File: config.mk
export PLATFORM = sky130hd
export DESIGN_NAME = signed_int_to_decimal_ascii
export DESIGN_NICKNAME = d
export VERILOG_FILES = /design/src/rtl/core/sida_pkg.sv /design/src/rtl/core/signed_int_to_decimal_ascii.sv
export SDC_FILE = /design/constraint.sdc
export NUM_CORES = 1
export LEC_CHECK = 0
export BUFFER_PORTS_ARGS = -buffer_cell sky130_fd_sc_hd__buf_2
export CORE_MARGIN = 2
export CORE_UTILIZATION = 59
export CTS_CLUSTER_DIAMETER = 120
export CTS_CLUSTER_SIZE = 30
export DETAILED_ROUTE_END_ITERATION = 6
export PLACE_DENSITY_LB_ADDON = 0.12
export SLEW_MARGIN = 10
export SYNTH_ARGS = -nofsm -noshare
export SYNTH_HDL_FRONTEND = slang
export SYNTH_SLANG_ARGS = --single-unit
File: constraint.sdc
create_clock -name clk_i -period 4.15 [get_ports clk_i]
set_input_delay 0.2075 -clock clk_i [delete_from_list [all_inputs] [get_ports clk_i]]
set_output_delay 0.2075 -clock clk_i [all_outputs]
set_load 0.02 [all_outputs]
File: src/rtl/core/sida_pkg.sv
// Shared constants for the signed integer to decimal ASCII converter.
// No dependencies; used by the top level and its port checker.
package sida_pkg;

  // Input word width and decimal digit storage (10 BCD digits cover 2^32 - 1)
  localparam int unsigned ValueW    = 32;
  localparam int unsigned NumDigits = 10;
  localparam int unsigned BcdW      = 4 * NumDigits;

  // ASCII codes
  localparam logic [7:0] CharZero  = 8'h30;
  localparam logic [7:0] CharNine  = 8'h39;
  localparam logic [7:0] CharMinus = 8'h2D;

endpackage

File: src/rtl/core/signed_int_to_decimal_ascii.sv
// Signed 32-bit integer to decimal ASCII text, one character per strobe.
// Depends on sida_pkg (widths and ASCII codes).
//
//  channel  | ports                         | handshake
//  ---------+-------------------------------+----------------------------------
//  input    | value_i                       | taken when start && !busy
//  result   | character_o, last_o           | strobe_o high for one cycle each
//
// A word is loaded, then goes through bit-serial shift-and-add-3 binary to BCD
// conversion, then a minus sign is emitted when negative, then the 10 BCD digits
// are scanned from the top BCD digit down (leading zeros give no strobe);
// busy is high from the load until the last character.
// Reset (rst_ni low, asynchronous) returns to idle with no strobe pending.
// The receiver cannot stall; each character is shown for exactly one cycle.
module signed_int_to_decimal_ascii (
  input  logic                               clk_i,
  input  logic                               rst_ni,
  input  logic                               start,
  output logic                               busy,
  input  logic signed [sida_pkg::ValueW-1:0] value_i,
  output logic                               strobe_o,
  output logic [7:0]                         character_o,
  output logic                               last_o
);
  import sida_pkg::*;

  typedef enum logic [1:0] {
    StIdle,
    StConv,
    StSign,
    StEmit
  } state_e;

  localparam int unsigned BitCntW   = $clog2(ValueW);
  localparam int unsigned DigCntW   = $clog2(NumDigits);

  state_e               state_q;
  logic [ValueW-1:0]    mag_q;
  logic [BcdW-1:0]      bcd_q;
  logic [BcdW-1:0]      bcd_adj;
  logic [BitCntW-1:0]   bit_cnt_q;
  logic [DigCntW-1:0]   dig_cnt_q;
  logic                 neg_q;
  logic                 lead_q;
  logic [ValueW-1:0]    raw;
  logic [ValueW-1:0]    mag_d;
  logic [3:0]           top_dig;
  logic                 show_dig;

  // Magnitude of the input, taken unsigned so the most negative value works
  assign raw   = value_i;
  assign mag_d = raw[ValueW-1] ? (ValueW'(0) - raw) : raw;

  // Add 3 to every BCD digit that is 5 or more before the next shift
  always_comb begin
    for (int i = 0; i < NumDigits; i++) begin
      if (bcd_q[4*i +: 4] >= 4'd5) begin
        bcd_adj[4*i +: 4] = bcd_q[4*i +: 4] + 4'd3;
      end else begin
        bcd_adj[4*i +: 4] = bcd_q[4*i +: 4];
      end
    end
  end

  // Digit scan: skip leading zeros, always show the units digit
  assign top_dig  = bcd_q[BcdW-1 -: 4];
  assign show_dig = lead_q || (top_dig != 4'd0) || (dig_cnt_q == '0);

  assign busy = (state_q != StIdle);

  // Sequencer with registered result outputs
  always_ff @(posedge clk_i or negedge rst_ni) begin
    if (!rst_ni) begin
      state_q     <= StIdle;
      strobe_o    <= 1'b0;
      last_o      <= 1'b0;
      character_o <= '0;
      bit_cnt_q   <= '0;
      dig_cnt_q   <= '0;
      neg_q       <= 1'b0;
      lead_q      <= 1'b0;
      mag_q       <= '0;
      bcd_q       <= '0;
    end else begin
      strobe_o <= 1'b0;
      last_o   <= 1'b0;
      case (state_q)
        StIdle: begin
          if (start) begin
            mag_q     <= mag_d;
            neg_q     <= value_i[ValueW-1];
            bcd_q     <= '0;
            bit_cnt_q <= BitCntW'(ValueW - 1);
            state_q   <= StConv;
          end
        end
        StConv: begin
          // One input bit per cycle into the BCD register
          bcd_q <= {bcd_adj[BcdW-2:0], mag_q[ValueW-1]};
          mag_q <= {mag_q[ValueW-2:0], 1'b0};
          if (bit_cnt_q == '0) begin
            dig_cnt_q <= DigCntW'(NumDigits - 1);
            lead_q    <= 1'b0;
            state_q   <= neg_q ? StSign : StEmit;
          end else begin
            bit_cnt_q <= bit_cnt_q - 1'b1;
          end
        end
        StSign: begin
          strobe_o    <= 1'b1;
          character_o <= CharMinus;
          state_q     <= StEmit;
        end
        StEmit: begin
          // One BCD digit per cycle, most significant first
          if (show_dig) begin
            strobe_o    <= 1'b1;
            character_o <= CharZero | {4'd0, top_dig};
            lead_q      <= 1'b1;
          end
          bcd_q <= {bcd_q[BcdW-5:0], 4'd0};
          if (dig_cnt_q == '0) begin
            last_o  <= 1'b1;
            state_q <= StIdle;
          end else begin
            dig_cnt_q <= dig_cnt_q - 1'b1;
          end
        end
        default: begin
          state_q <= StIdle;
        end
      endcase
    end
  end

endmodule

Word-level counts from Yosys, hierarchy flattened
Cells that the tools add are included.

operators by class
  eq/ne operators = 9
  order comparisons = 10
  reductions and logical operators = 19
  add/subtract/negate cells = 13
  mux-type cells = 35

operators by type and width
  cell                                                                                 count
  40-bit one-hot mux with 3 select lines                                               1
  32-bit two-way mux                                                                   2
  32-bit one-hot mux with 2 select lines                                               1
  4-bit two-way mux                                                                    11
  4-bit by 3-bit greater-or-equal comparator with 1-bit output, second input constant  10
  40-bit two-way mux                                                                   1
  4-bit by 2-bit adder with 4-bit output, second input constant                        9
  1-bit by 32-bit subtractor with 32-bit output, first input constant                  1
  8-bit one-hot mux with 2 select lines                                                1
  2-bit inequality test, second input constant                                         6
  3-bit AND reduction                                                                  4
  5-bit two-way mux                                                                    2
  5-bit one-hot mux with 2 select lines                                                1
  8-bit two-way mux                                                                    1
  2-bit one-hot mux with 4 select lines                                                1
  4-bit one-hot mux with 2 select lines                                                1
  2-bit AND reduction                                                                  4
  2-bit nonzero test                                                                   4
  1-bit two-way mux                                                                    6
  2-bit two-way mux                                                                    3
  5-bit logical NOT                                                                    1
  5-bit by 1-bit subtractor with 5-bit output, second input constant                   1
  2-bit equality test, second input constant                                           2
  4-bit logical NOT                                                                    1
  9 further kinds                                                                      11

storage, ports and cells
  register bits after elaboration = 95
  output and inout port bits = 11
  word-level logic and storage cells = 96
  input bits = 35

Depth between registers and ports, before layout
  depth in word-level cells = 5
  depth in mapped cells = 9

Worst setup path after synthesis
Ideal clock, no wire load.

  path kind = register to register
  start point = reg bit_cnt_q[0]
  end point = reg state_q[0]
  path slack = 2.217 ns
  path buffers = 1
  data required time = 4.064 ns
  clock period less this slack = 1.933 ns
  stages on the path, launching flop included = 9
  data arrival time = 1.847 ns
  cell sequence = dfrtp_1 > inv_1 > ha_1 > or4b_2 > buf_2 > nand2_1 > and3_1 > o21ai_0 > a32oi_1

between the ends
  word-level cells in the longest chain between the ends = 3

ends and longest elaborated chain
  item                                    RTL line                            text
  start, declared                         signed_int_to_decimal_ascii.sv:41   logic [BitCntW-1:0] bit_cnt_q;
  start signal, assigned                  signed_int_to_decimal_ascii.sv:93   bit_cnt_q <= BitCntW'(ValueW - 1);
  start signal, assigned                  signed_int_to_decimal_ascii.sv:106  bit_cnt_q <= bit_cnt_q - 1'b1;
  5-bit logical NOT                       signed_int_to_decimal_ascii.sv:101  if (bit_cnt_q == '0) begin
  2-bit inequality test (no source line)  --
  3-bit AND reduction (no source line)    --
  end signal, assigned                    signed_int_to_decimal_ascii.sv:94   state_q <= StConv;
  end signal, assigned                    signed_int_to_decimal_ascii.sv:104  state_q <= neg_q ? StSign : StEmit;
  end signal, assigned                    signed_int_to_decimal_ascii.sv:112  state_q <= StEmit;
  end, declared                           signed_int_to_decimal_ascii.sv:37   state_e state_q;

Every way passes these cells.
A chain may end at the register's enable or synchronous reset.

Worst setup path in the final report
  start point = reg state_q[1]
  end point = reg bit_cnt_q[3]

between the ends
  word-level cells in the longest chain between the ends = 3
  elaborated cells between the ends (all ways) = 7

ends and longest elaborated chain
  item                                                                                        RTL line                            text
  start signal, assigned                                                                      signed_int_to_decimal_ascii.sv:74   state_q <= StIdle;
  start signal, assigned                                                                      signed_int_to_decimal_ascii.sv:94
  start signal, assigned                                                                      signed_int_to_decimal_ascii.sv:104
  2-bit by 1-bit equality test with 1-bit output / 2-bit logical NOT (equally long branches)  signed_int_to_decimal_ascii.sv:87   case (state_q)
  2-bit inequality test (no source line) / 2-bit nonzero test (equally long branches)         --
  3-bit AND reduction (no source line)                                                        --

Several ways; a longest one is shown, not always the timed one.

==> flow_metrics.env <==
export IMPL_cts_tree="done"
export IMPL_final_period_utilization_pct=61.9
export IMPL_core_um2=9680
export IMPL_cts_buffers=9
export IMPL_cp_start_kind="flop"
export IMPL_cts_resized=0
export IMPL_grt_ovfl_total=0
export IMPL_finalSetupTns_ps=0
export IMPL_clk_pin_slew_ps=90
export IMPL_cts_buffer_depth=2
export IMPL_ant_nets=0
export IMPL_crit_path_max_incr_delay_ps=590
export IMPL_dp_hpwl_um=8470
export IMPL_clock_latency_ps=380
export IMPL_synthArstFlopShare_pct=100
export IMPL_htree_levels=3
export IMPL_avgRoutedWirePerCell_um=15.1
export IMPL_fillers=840
export IMPL_cp_arrival_ps=2830
export IMPL_crit_path_end="bit_cnt_q[3]"
export IMPL_syn_area_per_cell_um2=8.82
export IMPL_max_clock_freq_ghz=0.389
export IMPL_cp_slowest_cell="mux2_2"
export IMPL_yosys_top_cells_area="dfrtp_1 40%, ha_1 6.4%, o21ai_0 6.2%, a21oi_1 5.7%, a221oi_1 4.0%"
export IMPL_end_kind="flop"
export IMPL_vias_per_cell=5.97
export IMPL_track_usage_pct=23.6
export IMPL_slew_headroom_pct=32.3
export IMPL_io_buffers=43
export IMPL_dieArea_um2=10700
export IMPL_drv_cap=0
export IMPL_instances_no_fill=822
export IMPL_yosysTopAreaCellShare_pct=39.7
export IMPL_reg2reg_to="bit_cnt_q[3]"
export IMPL_fin_nets=751
export IMPL_synthFlopType="dfrtp_1"
export IMPL_ys_warn_count=0
export IMPL_dpl_cell_area_um2=6120
export IMPL_synth_edf_count=0
export IMPL_drtIter0Drc=207
export IMPL_yosys_area_top_type="dfrtp_1"
export IMPL_synth_seq_cells=93
export IMPL_root_buffer="clkbuf_8"
export IMPL_required_ps=4410
export IMPL_diodes=0
export IMPL_syn_area_um2=5860
export IMPL_die_w_um=104
export IMPL_cp_max_fo=31
export IMPL_critical_path_class="reg2reg"
export IMPL_status="finished clean"
export IMPL_drv_slew=0
export IMPL_syn_inst=664
export IMPL_worstMarginPinSlew_ps=1020
export IMPL_reg2reg_from="state_q[1]"
export IMPL_startpoint="state_q[1]"
export IMPL_path_cells="inv_1 > ha_2 > mux2_2 > nand2_1 > nor4_1 > xnor2_1 > nand2_1"
export IMPL_synth_seq_area_share_pct=39.7
export IMPL_finClkSkew_ps=11.7
export IMPL_hold_viol_final=0
export IMPL_area_delta_synth_final_pct=7.50
export IMPL_vias=4908
export IMPL_dr_pass1_iters=5
export IMPL_cp_common_cell="nand2_1"
export IMPL_grt_pass1_wl_um=21200
export IMPL_power_total_mw=4.81
export IMPL_antenna_found_initial=0
export IMPL_num_rows=36
export IMPL_postLayoutCellArea_um2=6300
export IMPL_multi_input_area_um2=3240
export IMPL_initial_core_util_pct=60.5
export IMPL_rsz0062_at_grt="no"
export IMPL_reg2regPathDepth=7
export IMPL_die_h_um=104
export IMPL_ir_worst_vdd_v=0.000314
export IMPL_p_per_area_nw_per_um2=764
export IMPL_hold_class="in2reg"
export IMPL_grt_max_degree=56
export IMPL_finalSetupViolCount=0
export IMPL_drc_errors=0
export IMPL_final_util_pct=65.0
export IMPL_totalWireLength_um=12400
export IMPL_ff2ff_setup_slack_ps=1580
export IMPL_p_leak_nw=2.68
export IMPL_drive_gt1_share_pct=11.2
export IMPL_dp_cells=807
export IMPL_clock_sinks=93
export IMPL_synth_cell_types=52
export IMPL_min_period_ps=2570
export IMPL_ioPinCount=46
export IMPL_routabilityCongestion=0.803
export IMPL_regArea_um2=2330
export IMPL_grt_pass1_vias=4658
-- per-layer routing --
layer	global-route usage, %	vias up	share of wire (%)
li1	-	2434	-
met3	3.40	19	3.8
met1	31.1	2330	46
met5	0	-	0
met4	8.49	0	1.7
met2	40.0	125	49
-- critical path, delay by kind of cell, from the launching register on --
kind | cells | cell delay [ps]
XOR/XNOR | 1 | 160
adder cells (fa/ha/maj) | 1 | 550
buffers and inverters | 1 | 130
flip-flops | 1 | 420
multiplexers | 1 | 590
AND/OR/NAND/NOR | 3 | 580
-- synth_stat cells (14+ instances only) --
master    number
dfrtp_1       93
o21ai_0       72
a21oi_1       67
nand2_1       51
nor2_1        47
inv_1         34
clkbuf_1      31
ha_1          30
a221oi_1      27
xor2_1        24
nand2b_1      23
xnor2_1       17
o22ai_1       14
-- per-stage QoR --
step                hold WS [ps]  setup WS [ps]
floorplan                  -88.1           2220
global placement             298           1700
detailed placement           299           1640
CTS                          132           1610
global route                 151           1350
finish                       135           1580
-- state kept, by name, indices dropped and copies added, names as in the netlist --
| name | cells |
|---|---|
| bcd_q | 40 |
| bit_cnt_q | 5 |
| character_o | 6 |
| dig_cnt_q | 4 |
| last_o | 1 |
| lead_q | 1 |
| mag_q | 32 |
| neg_q | 1 |
| state_q | 2 |
| strobe_o | 1 |
-- report_power, final --
part	internal, mW	switching [mW]	total (mW)
registers	1.33	0.338	1.67
clock network	0.229	0.322	0.551
logic	1.03	1.56	2.59
-- cell families after synthesis --
logic type | count (synthesis) | share of synthesized area, %
other | 1 | 0.0640
DFF | 93 | 39.7
buffers and inverters | 74 | 5.25
adders and majority gates | 30 | 6.41
xor gates and xnor gates | 41 | 6.13
and+or+nand+nor | 192 | 17.5
AOI/OAI and AO/OA | 220 | 22.7
muxes | 13 | 2.24
-- worst min path at each step --
stage	cells past startpoint	to	startpoint
after floorplan	0	bcd_q[0]	rst_ni
after global placement	1	bcd_q[20]	rst_ni
after detailed placement	1	bcd_q[21]	rst_ni
after CTS	3	mag_q[26]	value_i[26]
after global routing	3	mag_q[26]	value_i[26]
final	3	mag_q[26]	value_i[26]
-- cell type report --
cell class                 count  share of cell area (%)
sequential                    93                    37.0
clock buffer                  11                    2.25
tap                          133                    2.64
multi-input combinational    498                    51.4
timing repair buffer          50                    4.33
inverter                      34                    2.03
clock inverter                 3                   0.378
-- what timing repair did --
action / in CTS / in global routing
setup buffers: 0 / 0
hold endpoints to repair: 53 / 0
hold buffers: 1 / 0
-- cells in the final DEF, fill, tap and decap left out, types with 12 or more instances in the layout --
master / count
a21oi_1: 67
a221oi_1: 27
buf_2: 42
dfrtp_1: 93
ha_1: 29
inv_1: 34
mux2i_1: 12
nand2_1: 51
nand2b_1: 22
nor2_1: 47
nor3b_1: 13
o21ai_0: 71
o22ai_1: 14
or3_1: 13
xnor2_1: 17
xor2_1: 24
(Power assumes the default switching activity.)
